**src/spm_pkg.sv**
```systemverilog
package spm_pkg;

    typedef enum logic [2:0] {
        PH_IDLE  = 3'd0,
        PH_SETUP = 3'd1,
        PH_LOW   = 3'd2,
        PH_HIGH  = 3'd3,
        PH_HOLD  = 3'd4,
        PH_GAP   = 3'd5,
        PH_STALL = 3'd6
    } phase_t;

    typedef enum logic {
        OP_TICK  = 1'b0,
        OP_OFFER = 1'b1
    } op_kind_t;

    // Register indexes on the configuration channel.
    localparam logic [7:0] REG_HALF_BIT = 8'd0;
    localparam logic [7:0] REG_CS_GUARD = 8'd1;

    localparam logic [15:0] HALF_BIT_RESET = 16'd1;
    localparam logic [15:0] CS_GUARD_RESET = 16'd40;
    localparam logic [2:0]  BIT_MSB        = 3'd7;

    typedef struct packed {
        op_kind_t    kind;
        logic [7:0]  tx_byte;
        logic        last_byte;
        logic        miso;
    } op_t;

    typedef struct packed {
        logic        cs_n;
        logic        sck;
        logic        mosi;
        logic        rx_valid;
        logic [7:0]  rx_byte;
        logic        byte_accepted;
        logic        byte_refused;
        logic        frame_done;
        logic        busy_res;
    } res_t;

    typedef struct packed {
        logic        valid;
        logic        full;
    } q_status_t;

endpackage

```
**src/spm_ifs.sv**
```systemverilog
interface spm_in_if;
    import spm_pkg::*;
    logic        valid;
    logic        ready;
    logic        func;
    logic [7:0]  tx_byte;
    logic        last_byte;
    logic        miso;

    modport source (output valid, output func, output tx_byte, output last_byte,
                    output miso, input ready);
    modport sink   (input valid, input func, input tx_byte, input last_byte,
                    input miso, output ready);
endinterface

interface spm_out_if;
    logic        valid;
    logic        ready;
    logic        cs_n;
    logic        sck;
    logic        mosi;
    logic        rx_valid;
    logic [7:0]  rx_byte;
    logic        byte_accepted;
    logic        byte_refused;
    logic        frame_done;
    logic        busy_res;

    modport source (output valid, output cs_n, output sck, output mosi,
                    output rx_valid, output rx_byte, output byte_accepted,
                    output byte_refused, output frame_done, output busy_res,
                    input ready);
    modport sink   (input valid, input cs_n, input sck, input mosi,
                    input rx_valid, input rx_byte, input byte_accepted,
                    input byte_refused, input frame_done, input busy_res,
                    output ready);
endinterface

interface spm_cfg_if;
    logic        valid;
    logic        ready;
    logic [7:0]  index;
    logic [15:0] data;

    modport source (output valid, output index, output data, input ready);
    modport sink   (input valid, input index, input data, output ready);
endinterface

```
**src/spm_front.sv**
```systemverilog
module spm_front
    import spm_pkg::*;
(
    input  logic       clk,
    input  logic       rst_n,
    spm_in_if.sink     in_ch,
    input  logic       q_full,
    output logic       push,
    output op_t        push_op
);

    logic stage_valid_reg;
    logic stage_valid_next;
    op_t  stage_reg;
    logic accept;

    assign push         = stage_valid_reg && !q_full;
    assign push_op      = stage_reg;
    assign in_ch.ready  = !stage_valid_reg || !q_full;
    assign accept       = in_ch.valid && in_ch.ready;

    always_comb
    begin
        if (accept)
        begin
            stage_valid_next = 1'b1;
        end
        else if (push)
        begin
            stage_valid_next = 1'b0;
        end
        else
        begin
            stage_valid_next = stage_valid_reg;
        end
    end

    always_ff @(posedge clk or negedge rst_n)
    begin
        if (!rst_n)
        begin
            stage_valid_reg <= 1'b0;
        end
        else
        begin
            stage_valid_reg <= stage_valid_next;
        end
    end

    // Classify the transaction; fields that the kind does not use are cleared.
    always_ff @(posedge clk)
    begin
        if (accept)
        begin
            stage_reg.kind      <= in_ch.func ? OP_OFFER : OP_TICK;
            stage_reg.tx_byte   <= in_ch.func ? in_ch.tx_byte : 8'd0;
            stage_reg.last_byte <= in_ch.func ? in_ch.last_byte : 1'b0;
            stage_reg.miso      <= in_ch.func ? 1'b0 : in_ch.miso;
        end
    end

endmodule

```
**src/spm_queue.sv**
```systemverilog
module spm_queue
    import spm_pkg::*;
(
    input  logic       clk,
    input  logic       rst_n,
    input  logic       push,
    input  op_t        push_op,
    input  logic       pop,
    output op_t        head_op,
    output q_status_t  status
);

    op_t        entry_reg [2];
    logic       wr_ptr_reg;
    logic       wr_ptr_next;
    logic       rd_ptr_reg;
    logic       rd_ptr_next;
    logic [1:0] count_reg;
    logic [1:0] count_next;

    assign head_op      = entry_reg[rd_ptr_reg];
    assign status.valid = count_reg != 2'd0;
    assign status.full  = count_reg == 2'd2;

    always_comb
    begin
        wr_ptr_next = push ? !wr_ptr_reg : wr_ptr_reg;
        rd_ptr_next = pop ? !rd_ptr_reg : rd_ptr_reg;
        unique case ({push, pop})
            2'b10:   count_next = count_reg + 2'd1;
            2'b01:   count_next = count_reg - 2'd1;
            default: count_next = count_reg;
        endcase
    end

    always_ff @(posedge clk or negedge rst_n)
    begin
        if (!rst_n)
        begin
            wr_ptr_reg <= 1'b0;
            rd_ptr_reg <= 1'b0;
            count_reg  <= 2'd0;
        end
        else
        begin
            wr_ptr_reg <= wr_ptr_next;
            rd_ptr_reg <= rd_ptr_next;
            count_reg  <= count_next;
        end
    end

    always_ff @(posedge clk)
    begin
        if (push)
        begin
            entry_reg[wr_ptr_reg] <= push_op;
        end
    end

endmodule

```
**src/spm_engine.sv**
```systemverilog
module spm_engine
    import spm_pkg::*;
(
    input  logic       clk,
    input  logic       rst_n,
    input  op_t        head_op,
    input  q_status_t  q_status,
    output logic       pop,
    spm_cfg_if.sink    cfg_ch,
    spm_out_if.source  out_ch
);

    logic [15:0] half_bit_reg;
    logic [15:0] cs_guard_reg;

    phase_t      phase_reg,       phase_next;
    logic [15:0] timer_reg,       timer_next;
    logic [2:0]  bit_index_reg,   bit_index_next;
    logic [7:0]  send_shift_reg,  send_shift_next;
    logic [7:0]  recv_shift_reg,  recv_shift_next;
    logic        cur_last_reg,    cur_last_next;
    logic [7:0]  held_byte_reg,   held_byte_next;
    logic        held_valid_reg,  held_valid_next;
    logic        held_last_reg,   held_last_next;
    logic        out_valid_reg,   out_valid_next;
    res_t        res_reg,         res_next;

    logic [15:0] phase_len;
    logic [15:0] len_eff;
    logic [16:0] timer_inc;
    logic        tick_end;
    logic        do_load;

    assign cfg_ch.ready = 1'b1;
    assign pop          = q_status.valid && (!out_valid_reg || out_ch.ready);

    // Setup, hold and gap use the guard count; both halves use the half-bit count.
    always_comb
    begin
        if (phase_reg == PH_LOW || phase_reg == PH_HIGH)
        begin
            phase_len = half_bit_reg;
        end
        else
        begin
            phase_len = cs_guard_reg;
        end
        len_eff   = (phase_len == 16'd0) ? 16'd1 : phase_len;
        timer_inc = {1'b0, timer_reg} + 17'd1;
        tick_end  = timer_inc >= {1'b0, len_eff};
    end

    always_comb
    begin
        phase_next      = phase_reg;
        timer_next      = timer_reg;
        bit_index_next  = bit_index_reg;
        send_shift_next = send_shift_reg;
        recv_shift_next = recv_shift_reg;
        cur_last_next   = cur_last_reg;
        held_byte_next  = held_byte_reg;
        held_valid_next = held_valid_reg;
        held_last_next  = held_last_reg;
        do_load         = 1'b0;
        res_next        = res_reg;
        out_valid_next  = out_valid_reg && !out_ch.ready;

        if (pop)
        begin
            out_valid_next         = 1'b1;
            res_next               = '0;
            if (head_op.kind == OP_OFFER)
            begin
                if (!held_valid_reg)
                begin
                    held_byte_next         = head_op.tx_byte;
                    held_last_next         = head_op.last_byte;
                    held_valid_next        = 1'b1;
                    res_next.byte_accepted = 1'b1;
                end
                else
                begin
                    res_next.byte_refused = 1'b1;
                end
            end
            else
            begin
                unique case (phase_reg)
                    PH_IDLE:
                    begin
                        if (held_valid_reg)
                        begin
                            do_load    = 1'b1;
                            phase_next = PH_SETUP;
                        end
                    end
                    PH_SETUP:
                    begin
                        timer_next = tick_end ? 16'd0 : timer_inc[15:0];
                        if (tick_end)
                        begin
                            phase_next = PH_LOW;
                        end
                    end
                    PH_LOW:
                    begin
                        timer_next = tick_end ? 16'd0 : timer_inc[15:0];
                        if (tick_end)
                        begin
                            phase_next = PH_HIGH;
                        end
                    end
                    PH_HIGH:
                    begin
                        timer_next = tick_end ? 16'd0 : timer_inc[15:0];
                        if (tick_end)
                        begin
                            recv_shift_next = {recv_shift_reg[6:0], head_op.miso};
                            if (bit_index_reg == 3'd0)
                            begin
                                res_next.rx_valid = 1'b1;
                                res_next.rx_byte  = {recv_shift_reg[6:0], head_op.miso};
                                if (cur_last_reg)
                                begin
                                    phase_next = PH_HOLD;
                                end
                                else if (held_valid_reg)
                                begin
                                    do_load    = 1'b1;
                                    phase_next = PH_LOW;
                                end
                                else
                                begin
                                    phase_next = PH_STALL;
                                end
                            end
                            else
                            begin
                                bit_index_next = bit_index_reg - 3'd1;
                                phase_next     = PH_LOW;
                            end
                        end
                    end
                    PH_STALL:
                    begin
                        if (held_valid_reg)
                        begin
                            do_load    = 1'b1;
                            phase_next = PH_LOW;
                        end
                    end
                    PH_HOLD:
                    begin
                        timer_next = tick_end ? 16'd0 : timer_inc[15:0];
                        if (tick_end)
                        begin
                            phase_next = PH_GAP;
                        end
                    end
                    PH_GAP:
                    begin
                        timer_next = tick_end ? 16'd0 : timer_inc[15:0];
                        if (tick_end)
                        begin
                            phase_next          = PH_IDLE;
                            res_next.frame_done = 1'b1;
                        end
                    end
                    default:
                    begin
                        phase_next = PH_IDLE;
                        timer_next = 16'd0;
                    end
                endcase

                if (do_load)
                begin
                    send_shift_next = held_byte_reg;
                    cur_last_next   = held_last_reg;
                    held_valid_next = 1'b0;
                    bit_index_next  = BIT_MSB;
                    recv_shift_next = 8'd0;
                    timer_next      = 16'd0;
                end
            end

            res_next.cs_n     = (phase_next == PH_IDLE) || (phase_next == PH_GAP);
            res_next.sck      = phase_next == PH_HIGH;
            res_next.mosi     = ((phase_next == PH_LOW) || (phase_next == PH_HIGH)) &&
                                send_shift_next[bit_index_next];
            res_next.busy_res = phase_next != PH_IDLE;
        end
    end

    always_ff @(posedge clk or negedge rst_n)
    begin
        if (!rst_n)
        begin
            half_bit_reg   <= HALF_BIT_RESET;
            cs_guard_reg   <= CS_GUARD_RESET;
            phase_reg      <= PH_IDLE;
            timer_reg      <= 16'd0;
            bit_index_reg  <= BIT_MSB;
            send_shift_reg <= 8'd0;
            recv_shift_reg <= 8'd0;
            cur_last_reg   <= 1'b0;
            held_valid_reg <= 1'b0;
            held_last_reg  <= 1'b0;
            out_valid_reg  <= 1'b0;
        end
        else
        begin
            if (cfg_ch.valid && cfg_ch.index == REG_HALF_BIT)
            begin
                half_bit_reg <= cfg_ch.data;
            end
            if (cfg_ch.valid && cfg_ch.index == REG_CS_GUARD)
            begin
                cs_guard_reg <= cfg_ch.data;
            end
            phase_reg      <= phase_next;
            timer_reg      <= timer_next;
            bit_index_reg  <= bit_index_next;
            send_shift_reg <= send_shift_next;
            recv_shift_reg <= recv_shift_next;
            cur_last_reg   <= cur_last_next;
            held_valid_reg <= held_valid_next;
            held_last_reg  <= held_last_next;
            out_valid_reg  <= out_valid_next;
        end
    end

    always_ff @(posedge clk)
    begin
        held_byte_reg <= held_byte_next;
        res_reg       <= res_next;
    end

    assign out_ch.valid         = out_valid_reg;
    assign out_ch.cs_n          = res_reg.cs_n;
    assign out_ch.sck           = res_reg.sck;
    assign out_ch.mosi          = res_reg.mosi;
    assign out_ch.rx_valid      = res_reg.rx_valid;
    assign out_ch.rx_byte       = res_reg.rx_byte;
    assign out_ch.byte_accepted = res_reg.byte_accepted;
    assign out_ch.byte_refused  = res_reg.byte_refused;
    assign out_ch.frame_done    = res_reg.frame_done;
    assign out_ch.busy_res      = res_reg.busy_res;

endmodule

```
**src/spi_master_mode0_burst.sv**
```systemverilog
// SPI mode 0 burst master driven by a stream of transactions: each input
// transaction is either one timing tick with the sampled MISO level or an offer
// of a byte (with an end-of-frame flag) for the one-byte holding register, and
// each one yields exactly one result with the line levels after it, the
// received byte when its eighth bit completes, the offer outcome and the
// frame status. One transaction is accepted per clock while the result
// channel keeps up; an accepted transaction is registered in the input stage,
// then in the two-entry queue, then in the result register of the phase
// sequencer, which sets the rate.
// Configuration writes are always accepted and should be issued only while
// no transaction is in flight.
module spi_master_mode0_burst
    import spm_pkg::*;
(
    input  logic        clk,
    input  logic        rst_n,
    spm_in_if.sink      in_ch,
    spm_cfg_if.sink     cfg_ch,
    spm_out_if.source   out_ch
);

    logic      push;
    op_t       push_op;
    logic      pop;
    op_t       head_op;
    q_status_t q_status;

    spm_front u_front (
        .clk     (clk),
        .rst_n   (rst_n),
        .in_ch   (in_ch),
        .q_full  (q_status.full),
        .push    (push),
        .push_op (push_op)
    );

    spm_queue u_queue (
        .clk     (clk),
        .rst_n   (rst_n),
        .push    (push),
        .push_op (push_op),
        .pop     (pop),
        .head_op (head_op),
        .status  (q_status)
    );

    spm_engine u_engine (
        .clk      (clk),
        .rst_n    (rst_n),
        .head_op  (head_op),
        .q_status (q_status),
        .pop      (pop),
        .cfg_ch   (cfg_ch),
        .out_ch   (out_ch)
    );

    // A byte completes only on a tick, never on an offer.
    assert property (@(posedge clk) disable iff (!rst_n)
        out_ch.valid && out_ch.rx_valid |-> !out_ch.byte_accepted && !out_ch.byte_refused)
        else $error("received byte reported on an offer");

    // The end of a frame leaves the block idle with chip select released.
    assert property (@(posedge clk) disable iff (!rst_n)
        out_ch.valid && out_ch.frame_done |-> out_ch.cs_n && !out_ch.busy_res && !out_ch.sck)
        else $error("frame done while still active");

    // The serial clock runs only inside a frame with chip select asserted.
    assert property (@(posedge clk) disable iff (!rst_n)
        out_ch.valid && out_ch.sck |-> !out_ch.cs_n && out_ch.busy_res)
        else $error("sck high outside a frame");

    // The queue is never pushed while full.
    assert property (@(posedge clk) disable iff (!rst_n)
        q_status.full |-> !push || pop)
        else $error("queue overflow");

endmodule
```
**src/flat_wrapper.sv**
```systemverilog
// flat-port wrapper written by rule: the top's interface ports become plain ports
module spi_master_mode0_burst_flat import spm_pkg::*;
  (clk, rst_n, in_ch_valid, in_ch_func, in_ch_tx_byte, in_ch_last_byte, in_ch_miso, in_ch_ready, cfg_ch_valid, cfg_ch_index, cfg_ch_data, cfg_ch_ready, out_ch_valid, out_ch_cs_n, out_ch_sck, out_ch_mosi, out_ch_rx_valid, out_ch_rx_byte, out_ch_byte_accepted, out_ch_byte_refused, out_ch_frame_done, out_ch_busy_res, out_ch_ready);
  spm_in_if in_ch_i ();
  spm_cfg_if cfg_ch_i ();
  spm_out_if out_ch_i ();
  input  logic clk;
  input  logic rst_n;
  input wire logic [$bits(in_ch_i.valid)-1:0] in_ch_valid;
  input wire logic [$bits(in_ch_i.func)-1:0] in_ch_func;
  input wire logic [$bits(in_ch_i.tx_byte)-1:0] in_ch_tx_byte;
  input wire logic [$bits(in_ch_i.last_byte)-1:0] in_ch_last_byte;
  input wire logic [$bits(in_ch_i.miso)-1:0] in_ch_miso;
  output wire logic [$bits(in_ch_i.ready)-1:0] in_ch_ready;
  input wire logic [$bits(cfg_ch_i.valid)-1:0] cfg_ch_valid;
  input wire logic [$bits(cfg_ch_i.index)-1:0] cfg_ch_index;
  input wire logic [$bits(cfg_ch_i.data)-1:0] cfg_ch_data;
  output wire logic [$bits(cfg_ch_i.ready)-1:0] cfg_ch_ready;
  output wire logic [$bits(out_ch_i.valid)-1:0] out_ch_valid;
  output wire logic [$bits(out_ch_i.cs_n)-1:0] out_ch_cs_n;
  output wire logic [$bits(out_ch_i.sck)-1:0] out_ch_sck;
  output wire logic [$bits(out_ch_i.mosi)-1:0] out_ch_mosi;
  output wire logic [$bits(out_ch_i.rx_valid)-1:0] out_ch_rx_valid;
  output wire logic [$bits(out_ch_i.rx_byte)-1:0] out_ch_rx_byte;
  output wire logic [$bits(out_ch_i.byte_accepted)-1:0] out_ch_byte_accepted;
  output wire logic [$bits(out_ch_i.byte_refused)-1:0] out_ch_byte_refused;
  output wire logic [$bits(out_ch_i.frame_done)-1:0] out_ch_frame_done;
  output wire logic [$bits(out_ch_i.busy_res)-1:0] out_ch_busy_res;
  input wire logic [$bits(out_ch_i.ready)-1:0] out_ch_ready;
  assign in_ch_i.valid = in_ch_valid;
  assign in_ch_i.func = in_ch_func;
  assign in_ch_i.tx_byte = in_ch_tx_byte;
  assign in_ch_i.last_byte = in_ch_last_byte;
  assign in_ch_i.miso = in_ch_miso;
  assign in_ch_ready = in_ch_i.ready;
  assign cfg_ch_i.valid = cfg_ch_valid;
  assign cfg_ch_i.index = cfg_ch_index;
  assign cfg_ch_i.data = cfg_ch_data;
  assign cfg_ch_ready = cfg_ch_i.ready;
  assign out_ch_valid = out_ch_i.valid;
  assign out_ch_cs_n = out_ch_i.cs_n;
  assign out_ch_sck = out_ch_i.sck;
  assign out_ch_mosi = out_ch_i.mosi;
  assign out_ch_rx_valid = out_ch_i.rx_valid;
  assign out_ch_rx_byte = out_ch_i.rx_byte;
  assign out_ch_byte_accepted = out_ch_i.byte_accepted;
  assign out_ch_byte_refused = out_ch_i.byte_refused;
  assign out_ch_frame_done = out_ch_i.frame_done;
  assign out_ch_busy_res = out_ch_i.busy_res;
  assign out_ch_i.ready = out_ch_ready;
  spi_master_mode0_burst u_core (.clk(clk), .rst_n(rst_n), .in_ch(in_ch_i), .cfg_ch(cfg_ch_i), .out_ch(out_ch_i));
endmodule
```
**config.mk**
```make
export PLATFORM = sky130hd
export DESIGN_NAME = spi_master_mode0_burst_flat
export DESIGN_NICKNAME = d
export VERILOG_FILES = /design/src/spm_pkg.sv /design/src/spm_ifs.sv /design/src/spm_front.sv /design/src/spm_queue.sv /design/src/spm_engine.sv /design/src/spi_master_mode0_burst.sv /design/src/flat_wrapper.sv
export SDC_FILE = /design/constraint.sdc
export NUM_CORES = 1
export LEC_CHECK = 0
export ABC_AREA = 1
export BUFFER_PORTS_ARGS = -buffer_cell sky130_fd_sc_hd__buf_2
export CAP_MARGIN = 20
export CORE_UTILIZATION = 35
export CTS_CLUSTER_DIAMETER = 150
export DETAILED_ROUTE_END_ITERATION = 8
export GPL_ROUTABILITY_DRIVEN = 0
export SYNTH_ARGS = -nofsm -noshare
export SYNTH_HDL_FRONTEND = slang
export SYNTH_SLANG_ARGS = --single-unit
```
**constraint.sdc**
```tcl
create_clock -name clk -period 9.1 [get_ports clk]
set_input_delay 1.82 -clock clk [delete_from_list [all_inputs] [get_ports clk]]
set_output_delay 1.82 -clock clk [all_outputs]
set_load 0.01 [all_outputs]
```
==> metrics.cfg <==
[yosys]
synthCells=703
syn_area_per_cell_um2=9.42
yosysWarnings=0
synth_nets=763
syn_area_um2=6630
async_reset_ff_share_pct=57.8
synth_edf_count=57
synth_seq_cells=135
ys.flop_type=dfrtp_1
ys_seq_area_share_pct=55.4
yosysUniqueCellTypes=52

[sta]
hold_viol_final=0
slew_headroom_pct=37.4
fmax_ghz=0.251
slew_viol_final=0
fin_skew_ns=0.0108
whs_ns=0.440
fin_crit_ns=3.98
rsz0062_at_grt=false
worstMarginPinSlew_ns=0.935
setup_tns_ns=0
layout_setup_ws_ns=5.12
finalSetupViolations=0
finalCritPeriodShare_pct=43.7

[min_path]
hold_path.class=reg2reg

[finish]
fillCellCount=1770
layout-drive-gt1-share_pct=18.8
fin_util_pct=42.4
regArea_um2=3670
mostFrequentLayoutCells=nand2_1, inv_1, dfrtp_1, edfxtp_1, buf_2
syn_to_final_growth_pct=16.9
layout_commonest_cell=nand2_1
multi_input_area_um2=2480
diodes=0
instances_no_fill=1007
largest_reg_flops=22
fin_area_um2=7740
nets=825

[pwr]
leakagePower_nw=3.75
p_per_area_nw_per_um2=301
ir_drop_uv=179
totalPowerFinal_mw=2.33

[flow_run]
drv_cap=0

[clock_tree]
clock_latency_ns=0.42
cts_tree=done
ctsHtreeMaxLevel=4
cts_hold_buffers=0
cts_resized=0
clock-root-buffer=clkbuf_16
cts_max_path_buffers=2
clkSinkCount=135
clkSlewWorstSetupHoldPaths_ns=0.07
numCtsBuffers=17
cts_setup_buffers=0

[route]
drtIter0Drc=234
ant_nets=0
top_layer_used=met4
wl_met1_um=6640
viasPerCell=4.54
drt-total-wl_um=12700
drc=0
dr_wl_met3_um=345
met2WireLength_um=5590
vias=4572
drt-pass1-iter-count=4
wl_per_cell_um=12.6

[global_routing]
grt_pass1_wl_um=21800
track_usage_pct=14.1
grt_max_degree=79
overflow=0
first_global_vias=4456
antenna_found_initial=0

[place]
numPortBuffers=57
dp_slack_ns=5.03
post-dp-hpwl_um=9130
dpl.cell_count=974
post_dp_cell_area_um2=7120

[die]
coreArea_um2=18300
pin_count=59
dieArea_um2=19500
dieHeight_um=140
floorplan.initialDensity_pct=36.3
core.rowCount=49
die_w_um=140

[worst_setup_path]
r2r_slack_ns=5.12
startpoint_type=flip-flop
cp.required_ns=9.44
arrival_ns=4.32
crit_path_end_kind=flip-flop
worstSetupPathType=reg2reg
crit_fanout=16

[status]
status=completed

## metal layers
layer,track usage [%],vias to the layer above
met5,0,-
li1,-,2425
met3,3.23,6
met1,19.2,2077
met4,5.67,0
met2,21.8,64
## final cells by class
cell class / instances / area share [%]
Sequential cell: 135 / 47.4
Multi-Input combinational cell: 451 / 32.0
Clock buffer: 17 / 5.49
Inverter: 101 / 4.99
Timing Repair Buffer: 59 / 4.07
Tap cell: 229 / 3.70
Clock inverter: 15 / 2.28
## power breakdown
part,total (mW),switching (mW),internal (mW)
registers,0.894,0.0767,0.817
clock network,0.689,0.295,0.394
logic,0.748,0.502,0.246
total,2.33,0.874,1.46
## synth_stat cells, types with 2 or more instances
master / number / area [um2]
nand3b_1: 3 / 22.5
a21o_1: 2 / 15.0
mux2i_1: 13 / 130
clkbuf_1: 9 / 33.8
a21oi_1: 8 / 40.0
nand3_2: 3 / 30.0
nor3_1: 7 / 35.0
nor4_1: 2 / 12.5
o21ai_0: 46 / 230
nor2_1: 45 / 169
xor2_1: 14 / 123
inv_2: 10 / 37.5
nand2_4: 2 / 22.5
buf_2: 3 / 15.0
o22ai_1: 8 / 50.1
dfstp_2: 6 / 158
dfrtp_1: 72 / 1800
or2_1: 2 / 12.5
nand2_2: 6 / 37.5
ha_1: 20 / 250
o21ai_1: 11 / 55.1
o21ai_2: 8 / 70.1
nand4_1: 9 / 56.3
nor2_4: 4 / 45.0
nand2_1: 185 / 694
inv_1: 89 / 334
nor2_2: 5 / 31.3
edfxtp_1: 57 / 1710
mux2_2: 4 / 45.0
nand3_1: 28 / 140
## worst max-delay path: stages, from the launching register on
cell	delay, ns
dfrtp_1	0.44
inv_2	0.09
nand2_1	0.61
mux2i_1	0.44
nand2_1	0.10
nor4_1	0.29
a41o_1	0.21
ha_1	0.13
nand2_1	0.05
nor2_1	0.09
nand2_1	0.06
nand3_1	0.06
nand2_1	0.08
nand3_4	0.15
inv_1	0.16
o31ai_4	0.67
nand3_1	0.17
o21ai_2	0.10
## logic make-up (layout without fill, tap and decap cells)
| logic type | Yosys count | after routing | synth area share [%] |
|---|---|---|---|
| buffers and inverters | 117 | 192 | 7.14 |
| flip-flops | 135 | 135 | 55.4 |
| multiplexers | 17 | 17 | 2.64 |
| AND/OR/NAND/NOR | 306 | 306 | 20.8 |
| other | 1 | 1 | 0.0566 |
| AO/OA/AOI/OAI | 92 | 92 | 8.22 |
| XOR/XNOR | 15 | 15 | 1.98 |
| adder cells (fa/ha/maj) | 20 | 20 | 3.78 |
## path summary, 6_finish.rpt
path | start | end | depth (start not counted)
setup / recovery | u_core.u_engine.phase_reg[2] | u_core.u_engine.recv_shift_reg[6] | 17
hold / removal | u_core.u_front.push_op[7] | u_core.u_queue.entry_reg[0][7] | 0
setup reg to reg | u_core.u_engine.phase_reg[2] | u_core.u_engine.recv_shift_reg[6] | 17
hold reg to reg | u_core.u_front.push_op[7] | u_core.u_queue.entry_reg[0][7] | 0
max in group asynchronous | rst_n | u_core.u_engine.bit_index_reg[1] | 2
min in group asynchronous | rst_n | u_core.u_engine.half_bit_reg[9] | 1
(Power assumes the default switching activity.)
